==> src/rtl/core/cdq_pkg.sv <==
// shared constants, types and index helpers for the circular buffer deque
`default_nettype none

package cdq_pkg;

    localparam int DEPTH      = 16;
    localparam int DATA_WIDTH = 32;
    localparam int IDX_W      = (DEPTH > 1) ? $clog2(DEPTH) : 1;
    localparam int CNT_W      = $clog2(DEPTH + 1);

    // fixed widths of the stream fields
    localparam int OP_W       = 2;
    localparam int VALUE_W    = 32;
    localparam int COUNT_W    = 5;
    localparam int STATUS_W   = 2;
    localparam int S_TUSER_W  = OP_W;
    localparam int S_TDATA_W  = VALUE_W;
    localparam int M_FIELDS_W = 3 * VALUE_W + COUNT_W + STATUS_W;
    localparam int M_TDATA_W  = ((M_FIELDS_W + 7) / 8) * 8;

    // operation codes
    localparam logic [OP_W-1:0] OP_PUSH_FRONT = 2'd0;
    localparam logic [OP_W-1:0] OP_PUSH_BACK  = 2'd1;
    localparam logic [OP_W-1:0] OP_POP_FRONT  = 2'd2;
    localparam logic [OP_W-1:0] OP_POP_BACK   = 2'd3;

    // result status codes
    localparam logic [STATUS_W-1:0] STS_OK        = 2'd0;
    localparam logic [STATUS_W-1:0] STS_OVERFLOW  = 2'd1;
    localparam logic [STATUS_W-1:0] STS_UNDERFLOW = 2'd2;

    typedef logic [IDX_W-1:0]      idx_t;
    typedef logic [CNT_W-1:0]      cnt_t;
    typedef logic [DATA_WIDTH-1:0] word_t;

    // controller to datapath
    typedef struct packed {
        logic capture;   // latch the accepted item
        logic execute;   // update pointers, write or read the popped entry
        logic fetch;     // read the new front and back entries
        logic load;      // fill the output register
    } cdq_cmd_t;

    // datapath to controller
    typedef struct packed {
        logic out_free;  // output register can take a result this cycle
    } cdq_sts_t;

    // (a + b) mod DEPTH for a, b below DEPTH
    function automatic idx_t idx_add(input idx_t a, input idx_t b);
        logic [IDX_W:0] sum;
        sum = {1'b0, a} + {1'b0, b};
        if (sum >= (IDX_W + 1)'(DEPTH)) begin
            sum = sum - (IDX_W + 1)'(DEPTH);
        end
        return sum[IDX_W-1:0];
    endfunction

    function automatic idx_t idx_inc(input idx_t a);
        return (a == IDX_W'(DEPTH - 1)) ? '0 : a + IDX_W'(1);
    endfunction

    function automatic idx_t idx_dec(input idx_t a);
        return (a == '0) ? IDX_W'(DEPTH - 1) : a - IDX_W'(1);
    endfunction

    // sign-extend or truncate a stored word to the stream field width
    function automatic logic [VALUE_W-1:0] to_field(input word_t w);
        return VALUE_W'(signed'(w));
    endfunction

endpackage

`default_nettype wire

==> src/rtl/core/cdq_ctrl.sv <==
// sequencing state machine for the circular buffer deque
`default_nettype none

module cdq_ctrl (
    input  wire logic                 aclk,
    input  wire logic                 aresetn,
    input  wire logic                 s_tvalid,
    output logic                      s_tready,
    input  wire cdq_pkg::cdq_sts_t    sts,
    output cdq_pkg::cdq_cmd_t         cmd
);

    localparam logic [1:0] ST_IDLE  = 2'd0;
    localparam logic [1:0] ST_EXEC  = 2'd1;
    localparam logic [1:0] ST_FETCH = 2'd2;
    localparam logic [1:0] ST_LOAD  = 2'd3;

    logic [1:0] state_reg;
    logic [1:0] state_next;

    always_ff @(posedge aclk) begin
        if (!aresetn) begin
            state_reg <= ST_IDLE;
        end else begin
            state_reg <= state_next;
        end
    end

    always_comb begin
        state_next  = state_reg;
        cmd         = '0;
        s_tready    = 1'b0;
        unique case (state_reg)
            ST_IDLE: begin
                s_tready = 1'b1;
                if (s_tvalid) begin
                    cmd.capture = 1'b1;
                    state_next  = ST_EXEC;
                end
            end
            ST_EXEC: begin
                cmd.execute = 1'b1;
                state_next  = ST_FETCH;
            end
            ST_FETCH: begin
                cmd.fetch  = 1'b1;
                state_next = ST_LOAD;
            end
            ST_LOAD: begin
                // hold until the previous result has left
                if (sts.out_free) begin
                    cmd.load   = 1'b1;
                    state_next = ST_IDLE;
                end
            end
        endcase
    end

endmodule

`default_nettype wire

==> src/rtl/core/cdq_dp.sv <==
// ring store, head and count registers and output register of the deque
`default_nettype none

module cdq_dp (
    input  wire logic                           aclk,
    input  wire logic                           aresetn,
    input  wire cdq_pkg::cdq_cmd_t              cmd,
    output cdq_pkg::cdq_sts_t                   sts,
    input  wire logic [cdq_pkg::OP_W-1:0]       in_opcode,
    input  wire logic [cdq_pkg::VALUE_W-1:0]    in_value,
    input  wire logic                           m_tready,
    output logic                                m_tvalid,
    output logic [cdq_pkg::VALUE_W-1:0]         out_popped,
    output logic [cdq_pkg::VALUE_W-1:0]         out_front,
    output logic [cdq_pkg::VALUE_W-1:0]         out_back,
    output logic [cdq_pkg::COUNT_W-1:0]         out_count,
    output logic [cdq_pkg::STATUS_W-1:0]        out_status
);

    // ring store, one write and two registered read ports
    cdq_pkg::word_t mem [cdq_pkg::DEPTH];

    cdq_pkg::idx_t  head_reg, head_next;
    cdq_pkg::cnt_t  cnt_reg, cnt_next;
    logic           out_valid_reg, out_valid_next;

    logic [cdq_pkg::OP_W-1:0]     op_reg;
    cdq_pkg::word_t               val_reg;
    logic [cdq_pkg::STATUS_W-1:0] status_reg, status_next;
    cdq_pkg::word_t               rd_a_reg, rd_b_reg;
    logic [cdq_pkg::VALUE_W-1:0]  popped_reg;

    logic [cdq_pkg::VALUE_W-1:0]  popped_out_reg, front_out_reg, back_out_reg;
    logic [cdq_pkg::COUNT_W-1:0]  count_out_reg;
    logic [cdq_pkg::STATUS_W-1:0] status_out_reg;

    logic           is_push, is_full, is_empty;
    logic           wr_en;
    cdq_pkg::idx_t  wr_addr, pop_addr, back_addr, rd_addr_a;

    assign is_push  = (op_reg == cdq_pkg::OP_PUSH_FRONT) ||
                      (op_reg == cdq_pkg::OP_PUSH_BACK);
    assign is_full  = (cnt_reg == cdq_pkg::CNT_W'(cdq_pkg::DEPTH));
    assign is_empty = (cnt_reg == '0);

    // back entry of the live range; meaningless when empty, never used then
    assign back_addr = cdq_pkg::idx_add(head_reg,
                                        cdq_pkg::IDX_W'(cnt_reg - cdq_pkg::CNT_W'(1)));

    always_comb begin
        head_next   = head_reg;
        cnt_next    = cnt_reg;
        status_next = status_reg;
        wr_en       = 1'b0;
        wr_addr     = head_reg;
        pop_addr    = head_reg;
        if (cmd.execute) begin
            if (is_push) begin
                if (is_full) begin
                    status_next = cdq_pkg::STS_OVERFLOW;
                end else begin
                    status_next = cdq_pkg::STS_OK;
                    wr_en       = 1'b1;
                    cnt_next    = cnt_reg + cdq_pkg::CNT_W'(1);
                    if (op_reg == cdq_pkg::OP_PUSH_FRONT) begin
                        head_next = cdq_pkg::idx_dec(head_reg);
                        wr_addr   = cdq_pkg::idx_dec(head_reg);
                    end else begin
                        wr_addr = cdq_pkg::idx_add(head_reg, cdq_pkg::IDX_W'(cnt_reg));
                    end
                end
            end else begin
                if (is_empty) begin
                    status_next = cdq_pkg::STS_UNDERFLOW;
                end else begin
                    status_next = cdq_pkg::STS_OK;
                    cnt_next    = cnt_reg - cdq_pkg::CNT_W'(1);
                    if (op_reg == cdq_pkg::OP_POP_FRONT) begin
                        head_next = cdq_pkg::idx_inc(head_reg);
                    end else begin
                        pop_addr = back_addr;
                    end
                end
            end
        end
    end

    // port a reads the popped entry during execute, the front during fetch
    assign rd_addr_a = cmd.execute ? pop_addr : head_reg;

    always_ff @(posedge aclk) begin
        if (wr_en) begin
            mem[wr_addr] <= val_reg;
        end
        rd_a_reg <= mem[rd_addr_a];
        rd_b_reg <= mem[back_addr];
    end

    assign sts.out_free = !out_valid_reg || m_tready;

    always_comb begin
        out_valid_next = out_valid_reg;
        if (cmd.load) begin
            out_valid_next = 1'b1;
        end else if (m_tready) begin
            out_valid_next = 1'b0;
        end
    end

    always_ff @(posedge aclk) begin
        if (!aresetn) begin
            head_reg      <= '0;
            cnt_reg       <= '0;
            out_valid_reg <= 1'b0;
        end else begin
            head_reg      <= head_next;
            cnt_reg       <= cnt_next;
            out_valid_reg <= out_valid_next;
        end
    end

    always_ff @(posedge aclk) begin
        if (cmd.capture) begin
            op_reg  <= in_opcode;
            val_reg <= cdq_pkg::DATA_WIDTH'(in_value);
        end
        status_reg <= status_next;
        if (cmd.fetch) begin
            // popped entry arrives from the execute-cycle read
            if (!is_push && (status_reg == cdq_pkg::STS_OK)) begin
                popped_reg <= cdq_pkg::to_field(rd_a_reg);
            end else begin
                popped_reg <= '0;
            end
        end
        if (cmd.load) begin
            popped_out_reg <= popped_reg;
            front_out_reg  <= is_empty ? '0 : cdq_pkg::to_field(rd_a_reg);
            back_out_reg   <= is_empty ? '0 : cdq_pkg::to_field(rd_b_reg);
            count_out_reg  <= cdq_pkg::COUNT_W'(cnt_reg);
            status_out_reg <= status_reg;
        end
    end

    assign m_tvalid   = out_valid_reg;
    assign out_popped = popped_out_reg;
    assign out_front  = front_out_reg;
    assign out_back   = back_out_reg;
    assign out_count  = count_out_reg;
    assign out_status = status_out_reg;

endmodule

`default_nettype wire

==> src/rtl/core/circular_buffer_deque_unit.sv <==
// top level of the circular buffer deque: stream ports, controller and datapath
`default_nettype none

// each item goes from acceptance to a valid result through accept,
// execute (pointer update and store write or popped-entry read), fetch of the
// new front and back entries from the two registered read ports, and load of
// the output register once the previous result has left; s_tready stays low
// until then, and a new item is accepted while that result waits on m_tready
// aresetn (synchronous, active low) empties the deque and drops any result;
// the ring store itself is not cleared

module circular_buffer_deque_unit (
    input  wire logic                              aclk,
    input  wire logic                              aresetn,
    // input channel
    input  wire logic                              s_tvalid,
    output logic                                   s_tready,
    input  wire logic [cdq_pkg::S_TDATA_W-1:0]     s_tdata,  // value[31:0]
    input  wire logic [cdq_pkg::S_TUSER_W-1:0]     s_tuser,  // opcode[1:0]
    // result channel
    output logic                                   m_tvalid,
    input  wire logic                              m_tready,
    // popped_value[31:0], front_value[63:32], back_value[95:64],
    // count[100:96], status[102:101], zero pad[103]
    output logic [cdq_pkg::M_TDATA_W-1:0]          m_tdata
);

    cdq_pkg::cdq_cmd_t cmd;
    cdq_pkg::cdq_sts_t sts;

    logic [cdq_pkg::VALUE_W-1:0]  popped_value;
    logic [cdq_pkg::VALUE_W-1:0]  front_value;
    logic [cdq_pkg::VALUE_W-1:0]  back_value;
    logic [cdq_pkg::COUNT_W-1:0]  count;
    logic [cdq_pkg::STATUS_W-1:0] status;

    // sequencer: accept, execute, fetch, load
    cdq_ctrl u_ctrl (
        .aclk     (aclk),
        .aresetn  (aresetn),
        .s_tvalid (s_tvalid),
        .s_tready (s_tready),
        .sts      (sts),
        .cmd      (cmd)
    );

    // ring store, head and count, output register
    cdq_dp u_dp (
        .aclk       (aclk),
        .aresetn    (aresetn),
        .cmd        (cmd),
        .sts        (sts),
        .in_opcode  (s_tuser),
        .in_value   (s_tdata),
        .m_tready   (m_tready),
        .m_tvalid   (m_tvalid),
        .out_popped (popped_value),
        .out_front  (front_value),
        .out_back   (back_value),
        .out_count  (count),
        .out_status (status)
    );

    // pack result fields from the lowest bit up, zero pad to whole bytes
    assign m_tdata = cdq_pkg::M_TDATA_W'({status, count, back_value,
                                          front_value, popped_value});

endmodule

`default_nettype wire
==> config.mk <==
export PLATFORM = sky130hd
export DESIGN_NAME = circular_buffer_deque_unit
export DESIGN_NICKNAME = d
export VERILOG_FILES = /design/src/rtl/core/cdq_pkg.sv /design/src/rtl/core/cdq_ctrl.sv /design/src/rtl/core/cdq_dp.sv /design/src/rtl/core/circular_buffer_deque_unit.sv
export SDC_FILE = /design/constraint.sdc
export NUM_CORES = 1
export LEC_CHECK = 0
export BUFFER_PORTS_ARGS = -buffer_cell sky130_fd_sc_hd__buf_2
export CORE_AREA = 2 2 243 245
export CTS_CLUSTER_SIZE = 20
export DETAILED_ROUTE_END_ITERATION = 8
export DIE_AREA = 0 0 245 247
export GPL_ROUTABILITY_DRIVEN = 0
export PLACE_DENSITY = 0.78
export REMOVE_ABC_BUFFERS = 1
export SLEW_MARGIN = 20
export SYNTH_ARGS = -nofsm -noshare
export SYNTH_HDL_FRONTEND = slang
export SYNTH_SLANG_ARGS = --single-unit
==> constraint.sdc <==
create_clock -name aclk -period 5.8 [get_ports aclk]
set_clock_uncertainty 0.05 [all_clocks]
set_input_delay 0.58 -clock aclk [delete_from_list [all_inputs] [get_ports aclk]]
set_output_delay 0.58 -clock aclk [all_outputs]
set_load 0.005 [all_outputs]
Yosys cells after proc, flatten, opt, wreduce, memory -nomap -nowiden
Memory sizes are Yosys's and may differ from the RTL's. A register that Yosys moved wholly into a read port is not among the register bits.
Cells that the tools add are included.
Operators by class
  eq/ne operators: 12
  add/sub/neg operators: 8
  reduce and logical (&&, ||, !) cells: 15
  $lt $le $gt $ge: 2
  multiplexer cells: 40
Operators with widths (count)
  4-bit 2-to-1 mux: 17
  1-bit 2-to-1 mux: 15
  5-bit 2-to-1 mux: 3
  4-bit by 1-bit subtractor with 4-bit output (second input constant): 3
  4-bit by 4-bit adder with 5-bit output: 2
  5-bit >= comparator (second input constant): 2
  2-bit 2-to-1 mux: 4
  2-bit != test (second input constant): 4
  2-bit case mux with 4 select lines: 1
  2-bit == test (second input constant): 3
  2-bit zero test: 3
  5-bit by 1-bit adder with 5-bit output (second input constant): 1
  5-bit == test (second input constant): 1
  5-bit zero test: 1
  5-bit AND reduction: 1
  5-bit by 1-bit subtractor with 5-bit output (second input constant): 1
  4-bit by 1-bit adder with 4-bit output (second input constant): 1
  2-bit by 1-bit == test with 1-bit output (second input constant): 2
  4-bit == test (second input constant): 1
  4-bit zero test: 1
  2-bit nonzero test: 2
  3-bit AND reduction: 1
  1-bit zero test: 2
  1-bit logical OR: 2
  3 further kinds: 3
Storage, ports and cells
  RAM bits: 512
  output and inout bits: 106
  flip-flop bits (word level): 183
  memories kept: 1
  word-level logic and storage cells: 91
  input bits: 38
Memories
  u_dp.mem: words 16, width 32, read ports 2, clocked after memory_dff 2, wr ports 1, line cdq_dp.sv:21  | cdq_pkg::word_t mem [cdq_pkg::DEPTH];

Longest topological paths before layout
Gate-level depths: netlist (run 1).
  word-level depth: 8
  mapped depth: 11

Modules after synthesis
From an unflattened synthesis (run 1), not the netlist that was laid out.
Second synthesis, totals
  cells, all modules: 2123
  area, all modules: 32018.2 um^2
Modules (own cells, without submodules)
  cdq_dp: cells an instance 2103, area an instance 31835.5 um^2, seq. area each 21991.1 um^2, times used 1
  cdq_ctrl: cells an instance 18, area an instance 171.4 um^2, seq. area each 40.0 um^2, times used 1
  circular_buffer_deque_unit: cells an instance 2, area an instance 11.3 um^2, seq. area each 0.0 um^2, times used 1

Worst setup path after synthesis (run 1)
Ideal clock, no wire load.
  path kind: input-to-reg
  start point: input port m_tready
  end point: register u_dp.back_out_reg (netlist bit u_dp.out_back[0]), enable pin
  required time: 5.172 ns
  path slack: -0.024 ns
  arrival: 5.196 ns
  stages on the path: 2
  setup time: 0.578 ns
  buffers on the path: 0
  cells stage by stage: nor2b_1 nor2b_1
RTL lines
  start: declaration: line circular_buffer_deque_unit.sv:22  | input wire logic m_tready,
  end signal: assignment: line cdq_dp.sv:139  | back_out_reg <= is_empty ? '0 : cdq_pkg::to_field(rd_b_reg);
  end: declaration: line cdq_dp.sv:33  | logic [cdq_pkg::VALUE_W-1:0] popped_out_reg, front_out_reg, back_out_reg;

Worst setup path after layout (run 1)
  start point: register u_dp.head_reg[1]
  end point: memory u_dp.mem[3][17] in the netlist's numbering, enable pin
Between the ends
  cells in the longest elaborated chain, start to end: 7
  elaborated cells on any way between the ends: 11
Ends and longest elaborated chain
  start: declaration: line cdq_dp.sv:23  | cdq_pkg::idx_t head_reg, head_next;
  start signal: assignment: line cdq_dp.sv:116  | head_reg <= head_next;
  4-bit by 4-bit adder with 5-bit output: line cdq_pkg.sv:52  | sum = {1'b0, a} + {1'b0, b};
  4-bit by 1-bit subtractor with 4-bit output or 5-bit >= comparator (tied branches): line cdq_pkg.sv:54, cdq_pkg.sv:53
  4-bit 2-to-1 mux: line cdq_pkg.sv:53  | if (sum >= (IDX_W + 1)'(DEPTH)) begin
  4-bit 2-to-1 mux: line cdq_dp.sv:65  | if (op_reg == cdq_pkg::OP_PUSH_FRONT) begin
  4-bit 2-to-1 mux: line cdq_dp.sv:59  | if (is_full) begin
  4-bit 2-to-1 mux: line cdq_dp.sv:58  | if (is_push) begin
  4-bit 2-to-1 mux (*): line cdq_dp.sv:57  | if (cmd.execute) begin
  end: declaration: line cdq_dp.sv:21
Mark *: on every way between the ends. The rest lies on a longest branch, timed or not.

==> results of run 1 <==
through the flow:
stage / hold WS, ns / total power [mW] / worst slack [ns] / instance area (µm²) / util (%)
2_1_floorplan: 0.350 / 14.1 / -19.39 / 31700 / -
3_5_place_dp: 0.356 / 14.6 / 1.68 / 34100 / 58.5
5_1_grt: 0.0615 / 20.3 / 1.42 / 36700 / 63.0
4_1_cts: 0.0506 / 19.6 / 1.66 / 36700 / 62.9
6_report: 0.0803 / 19.5 / 1.65 / 36700 / 63.0
3_3_place_gp: 0.352 / 14.5 / 1.79 / 34100 / 58.5
final timing paths:
check / from / endpoint / slack [ns] / cells after the start
max reg2reg: u_dp.head_reg[1] / u_dp.mem[3][17] / 1.65 / 9
min reg2reg: u_dp.popped_reg[21] / u_dp.out_popped[21] / 0.37 / 0
min: s_tdata[31] / u_dp.val_reg[31] / 0.08 / 1
max: u_dp.head_reg[1] / u_dp.mem[3][17] / 1.65 / 9
synthesized netlist by cell type (9+ instances only):
| library cell | n |
|---|---|
| dfxtp_1 | 76 |
| buf_2 | 24 |
| mux2i_1 | 291 |
| buf_6 | 10 |
| clkbuf_1 | 60 |
| nand3_1 | 9 |
| nor2_1 | 30 |
| edfxtp_1 | 683 |
| and2_1 | 37 |
| inv_1 | 16 |
| nor2b_1 | 69 |
| nand2_1 | 10 |
| ha_1 | 16 |
| mux4_2 | 222 |
| o21ai_0 | 9 |
cell families (layout without fill, tap and decap cells):
| logic type | after synthesis | after routing |
|---|---|---|
| DFF | 759 | 759 |
| adders and majority gates | 18 | 18 |
| AOI/OAI and AO/OA | 47 | 47 |
| other | 1 | 1 |
| buffers and inverters | 116 | 350 |
| xor gates and xnor gates | 11 | 11 |
| and+or+nand+nor | 167 | 167 |
| muxes | 517 | 517 |
area by class of cell:
type	count	area share (%)
clock inverter	31	0.944
clock buffer	111	6.07
inverter	16	0.164
timing repair buffer	192	3.29
sequential	759	60.0
multi-input combinational	761	26.9
tap	773	2.63
power by group:
part	total, mW	leakage (nW)	switching [mW]	internal [mW]
Clock	5.00	1.25	2.04	2.95
Combinational	6.86	5.77	3.46	3.40
Sequential	7.62	6.83	0.551	7.07
Total	19.5	13.9	6.06	13.4
cells in the final DEF, fill, tap and decap left out, types with 5 or more instances in the layout:
master     synthesis  final
and2_1            37     36
a21oi_1            7      7
dfxtp_1           76     76
o31ai_1            5      5
xnor2_1            7      6
mux2i_1          291    291
bufinv_16          0      6
edfxtp_1         683    683
o21ai_0            9      7
clkbuf_8           0     11
clkbuf_1          60     20
clkinv_1           0      5
mux4_2           222    222
nor2_1            30     14
buf_4              6     41
nor2b_1           69     68
nand2_1           10     10
nand3_1            9      9
clkinv_2           0     11
ha_1              16     14
buf_2             24    142
clkbuf_16          0     80
nor2_4             1     17
buf_12             0      8
inv_1             16     16
worst max-delay path: stages (launching register included):
cell,delay (ns)
dfxtp_1,0.60
inv_1,0.25
ha_1,0.25
or2_2,0.27
o21ai_0,0.25
o21ai_0,0.17
mux2i_1,0.20
o221ai_1,0.45
nor2_4,0.80
buf_4,0.50
metal layers:
metal	up-vias	part of all wire, %	track usage, %
li1	7022	-	-
met1	8672	40	33.8
met2	749	50	40.6
met3	132	6.7	3.99
met4	0	2.7	8.07
met5	-	0	0
==> metrics.md, run 1 <==
| Metric | Value |
|---|---|
| CTS Sinks | 759 |
| CP Capture Type | flip-flop |
| PwrDens | 531 mW/mm² |
| Dpl hpwl | 42.8 mm |
| Vias in the first global route | 17.2k |
| Final setup viols | 0 |
| Layout Cells excl Fill | 2643 |
| Max reg flops | 512 |
| RSZ-0062 raised after global routing | no |
| Post-synth EDFFs | 683 |
| Post-synthesis cell type with the largest combined area | edfxtp_1 |
| Max Freq | 241 MHz |
| Worst slew pin tran | 1.14 ns |
| Largest family of logic cells by synthesized area | multiplexers |
| Peak VDD IR | 0.438 mV |
| Filler cells | 3911 |
| Xor-xnor portion of the synthesized cell area | 0.380% |
| Ports | 144 |
| Multiplexer share of the synthesized area | 24.8% |
| DIE HEIGHT | 247 µm |
| Vias per cell | 6.27 |
| Cells after synthesis | 1636 |
| Max-slew headroom | 24.1% |
| Seq/Total Area, Yosys | 68.3% |
| Starting Density | 55.4% |
| Syn Std Cell Area | 0.0322 mm² |
| Leak pwr | 13.9 nW |
| Worst Path Class, Setup | reg2reg |
| DIE WIDTH | 245 µm |
| DR iter-0 viols | 1695 |
| Area contributors post-synth | edfxtp_1, mux4_2, mux2i_1 |
| Endpoints failing hold | 0 |
| Synth warn | 0 |
| Core box area | 0.0582 mm² |
| Remaining antenna violation count | 0 |
| Final nets | 1863 |
| Total CTS buffers | 77 |
| Grt total ovfl | 0 |
| Via count | 16.6k |
| Port buffer count | 142 |
| Total global-route track usage | 24.6% |
| Syn-to-layout area delta | 13.8% |
| #FFs+latches synth | 759 |
| Post-Synth Simple-Gate Area | 2.97% |
| ANT cells | 0 |
| Post-CTS Repair Setup Buffers | 0 |
| Hold-fix buffers, CTS | 0 |
| H-tree lvl count | 3 |
| Root buf cell | clkbuf_16 |
| Top_reg_cell synth | edfxtp_1 |
| Slew Limit Fails | 0 |
| Data required time of the worst path | 6.01 ns |
| # rows | 89 |
| Clock Pin Slew Worst Setup and Hold Paths | 0.06 ns |
| DRC errors left | 0 |
| Post-CTS resize count | 0 |
| Avg Inst Size Synth | 19.7 µm² |
| Largest net degree at the start of global routing | 81 |
| Synth cell types | 50 |
| Seq. cell area | 0.0220 mm² |
| CTS tree | yes |
| Critical path arrival | 4.36 ns |
| Maxcap violations | 0 |
| Share of cells above drive strength 1 | 30.5% |
| Highest net fanout along the worst path | 17 |
| Final WL | 72.5 mm |
| Post-synthesis compound-gate area fraction | 1.06% |
| TritonRoute pass-1 iters | 8 |
| Drt wl/cell | 27.4 µm |
| Max Buffers Root-to-Sink | 3 |
| Hold Path Class | in2reg |
| First-pass GRT wire length | 109 mm |
| Adder and majority gate portion of the synthesized area | 0.745% |
| Insertion delay to the later sink of the worst-skew pair | 0.62 ns |
| Initial antenna violation count | 0 |
| Multi-input gate area | 0.00987 mm² |
| Setup TNS | 0 ns |
| CP startpoint kind | flip-flop |
| Post-synth top area share | 63.6% |
| Crit path time final | 4.15 ns |
| Crit share post-route | 71.5% |
| Die area | 0.0605 mm² |
| Largest reg by FF count | u_dp.mem |
| Async set-reset flop share out of synthesis | 0% |
| Cell count after placement | 2499 |
| Status | finished clean |
No activity file was read; power rests on OpenSTA's default activity.
==> run 2, diff against run 1 <==
--- a/config.mk
+++ b/config.mk
@@ -6,12 +6,12 @@
 export NUM_CORES = 1
 export LEC_CHECK = 0
 export BUFFER_PORTS_ARGS = -buffer_cell sky130_fd_sc_hd__buf_2
-export CORE_AREA = 2 2 243 245
+export CORE_AREA = 2 2 239 241
 export CTS_CLUSTER_SIZE = 20
 export DETAILED_ROUTE_END_ITERATION = 8
-export DIE_AREA = 0 0 245 247
+export DIE_AREA = 0 0 241 243
 export GPL_ROUTABILITY_DRIVEN = 0
-export PLACE_DENSITY = 0.78
+export PLACE_DENSITY = 0.77
 export REMOVE_ABC_BUFFERS = 1
 export SLEW_MARGIN = 20
 export SYNTH_ARGS = -nofsm -noshare
==> constraint.sdc (replaced) <==
create_clock -name aclk -period 3.88 [get_ports aclk]
set_clock_uncertainty 0.05 [all_clocks]
set_input_delay 0.388 -clock aclk [delete_from_list [all_inputs] [get_ports aclk]]
set_output_delay 0.388 -clock aclk [all_outputs]
set_load 0.005 [all_outputs]
==> metrics.md, run 2 (synthesized netlist as in run 1, its figures left out) <==
| Metric | Value |
|---|---|
| Slew Limit Fails | 0 (unchanged) |
| PwrDens | 793 mW/mm² (+49%) |
| Commonest non-fill, non-tap cells in the layout | edfxtp_1, mux2i_1, mux4_2 |
| Worst reg-to-reg setup slack | 0.28 ns (-1.38 ns) |
| TritonRoute pass-1 iters | 5 (-3) |
| Data required time of the worst path | 4.36 ns (-1.65 ns) |
| Setup ws final | 0.277 ns (-1.38 ns) |
| Post-CTS resize count | 0 (unchanged) |
| CP Capture Type | flip-flop |
| Dpl hpwl | 38.2 mm (-11%) |
| Core box area | 0.0560 mm² (-3.9%) |
| Final nets | 1898 (+1.9%) |
| # rows | 87 (-2.2%) |
| Clock Pin Slew Worst Setup and Hold Paths | 0.06 ns (about the same) |
| Crit path time final | 3.60 ns (-0.545 ns) |
| H-tree lvl count | 3 (unchanged) |
| Total CTS buffers | 77 (unchanged) |
| Remaining antenna violation count | 0 (unchanged) |
| Total global-route track usage | 25.1% (+0.56 points) |
| Maxcap violations | 0 (unchanged) |
| DIE HEIGHT | 243 µm (-1.6%) |
| Drt wl/cell | 26.9 µm (-1.8%) |
| Max-slew headroom | 24.1% (about the same) |
| Port buffer count | 142 (unchanged) |
| Met3 GRT Util | 3.74% (-0.25 points) |
| Place WS | 0.325 ns (-1.35 ns) |
| ANT cells | 0 (unchanged) |
| Grt total ovfl | 0 (unchanged) |
| Via count | 16.5k (-0.41%) |
| Max Buffers Root-to-Sink | 3 (unchanged) |
| Setup TNS | 0 ns (unchanged) |
| DR iter-0 viols | 1833 (+8.1%) |
| Post-CTS Repair Setup Buffers | 0 (unchanged) |
| M2 GR Usage | 41.2% (+0.59 points) |
| Final setup viols | 0 (unchanged) |
| Root buf cell | clkbuf_16 |
| Largest reg by FF count | u_dp.mem |
| Critical path arrival | 4.08 ns (-0.28 ns) |
| Highest net fanout along the worst path | 25 (+8) |
| Hold-fix buffers, CTS | 34 (+34) |
| Final Core Density | 67.0% (+3.9 points) |
| Vias in the first global route | 17.1k (-0.45%) |
| Crit share post-route | 92.9% (+21 points) |
| Worst Path Class, Setup | reg2reg |
| First-pass GRT wire length | 107 mm (-1.6%) |
| CP startpoint kind | flip-flop |
| Largest net degree at the start of global routing | 81 (unchanged) |
| Share of cells above drive strength 1 | 30.0% (-0.46 points) |
| CTS tree | yes |
| Vias per cell | 6.21 (-0.97%) |
| Status | finished clean |
| Insertion delay to the later sink of the worst-skew pair | 0.61 ns (about the same) |
| CTS Sinks | 759 (unchanged) |
| Most used routing layer | met2 |
| Initial antenna violation count | 1 (+1) |
| DIE WIDTH | 241 µm (-1.6%) |
| Syn-to-layout area delta | 16.2% |
| DRC errors left | 0 (unchanged) |
| Placed inst area | 0.0344 mm² (+1.1%) |
| Design Area, Final | 0.0375 mm² (+2.1%) |
| Ports | 144 (unchanged) |
| Worst slew pin tran | 1.13 ns (-0.00129 ns) |
| Commonest non-fill, non-tap cell in the layout | edfxtp_1 |
| Max reg flops | 512 (unchanged) |
| Max Freq | 278 MHz (+15%) |
| Starting Density | 57.6% (+2.3 points) |
| Endpoints failing hold | 0 (unchanged) |
| Leak pwr | 14.1 nW (+2.0%) |
| Peak VDD IR | 0.606 mV (+38%) |
| Final WL | 71.6 mm (-1.3%) |
| Hold Path Class | in2reg |
| RSZ-0062 raised after global routing | no |
| Die area | 0.0586 mm² (-3.2%) |
| Met1 Usage GRT | 34.9% (+1.1 points) |
## run 2: cell count changes in the layout (fill, tap and decap cells not counted), sizes merged
cell         delta
buf             +1
bufinv          +9
clkbuf         -18
clkinv          +7
dlygate4sd3    +34
inv             -1
## run 2: worst paths after layout
| kind | cells past startpoint | from | to |
|---|---|---|---|
| setup / recovery | 12 | u_dp.cnt_reg[0] | u_dp.rd_a_reg[8] |
| hold / removal | 3 | aresetn | u_ctrl.state_reg[0] |
| setup reg to reg | 12 | u_dp.cnt_reg[0] | u_dp.rd_a_reg[8] |
| hold reg to reg | 0 | u_dp.popped_reg[2] | u_dp.out_popped[2] |
## run 2: metrics by stage
stage	instances	hold WS, ns	total power, mW
after floorplan	1536	0.350	18.8
after global placement	2485	0.351	21.8
after detailed placement	2485	0.355	22.0
after CTS	2658	0.0333	29.9
after global routing	2658	0.0764	30.9
final	2658	0.0700	29.7
## run 2: final cells by class
class / instances / area [µm²]
Timing Repair Buffer: 227 / 1880
Inverter: 16 / 60.1
Clock buffer: 93 / 2060
Clock inverter: 46 / 613
Fill cell: 3635 / 18500
Sequential cell: 759 / 22000
Tap cell: 756 / 946
Multi-Input combinational cell: 761 / 9870
## run 2: metal layers
metal	vias up	wire, µm
met4	0	1960
met2	721	35800
met3	122	5210
li1	7078	-
met1	8586	28600
met5	-	0
## run 2: power by group
part	internal [mW]	leakage (nW)	switching (mW)	total, mW
registers	10.6	6.83	0.765	11.3
clock network	4.78	1.30	3.05	7.83
logic	5.30	6.00	5.24	10.5
## run 2: worst max-delay path, stage by stage (launching register included)
cell and delay [ns]:
dfxtp_1 0.51, inv_1 0.17, ha_1 0.26, xor2_1 0.21
ha_1 0.32, a21oi_1 0.22, a22o_1 0.23, nand3_4 0.11
xnor2_4 0.31, buf_12 0.29, buf_4 0.18, mux4_2 0.50
mux2i_1 0.16
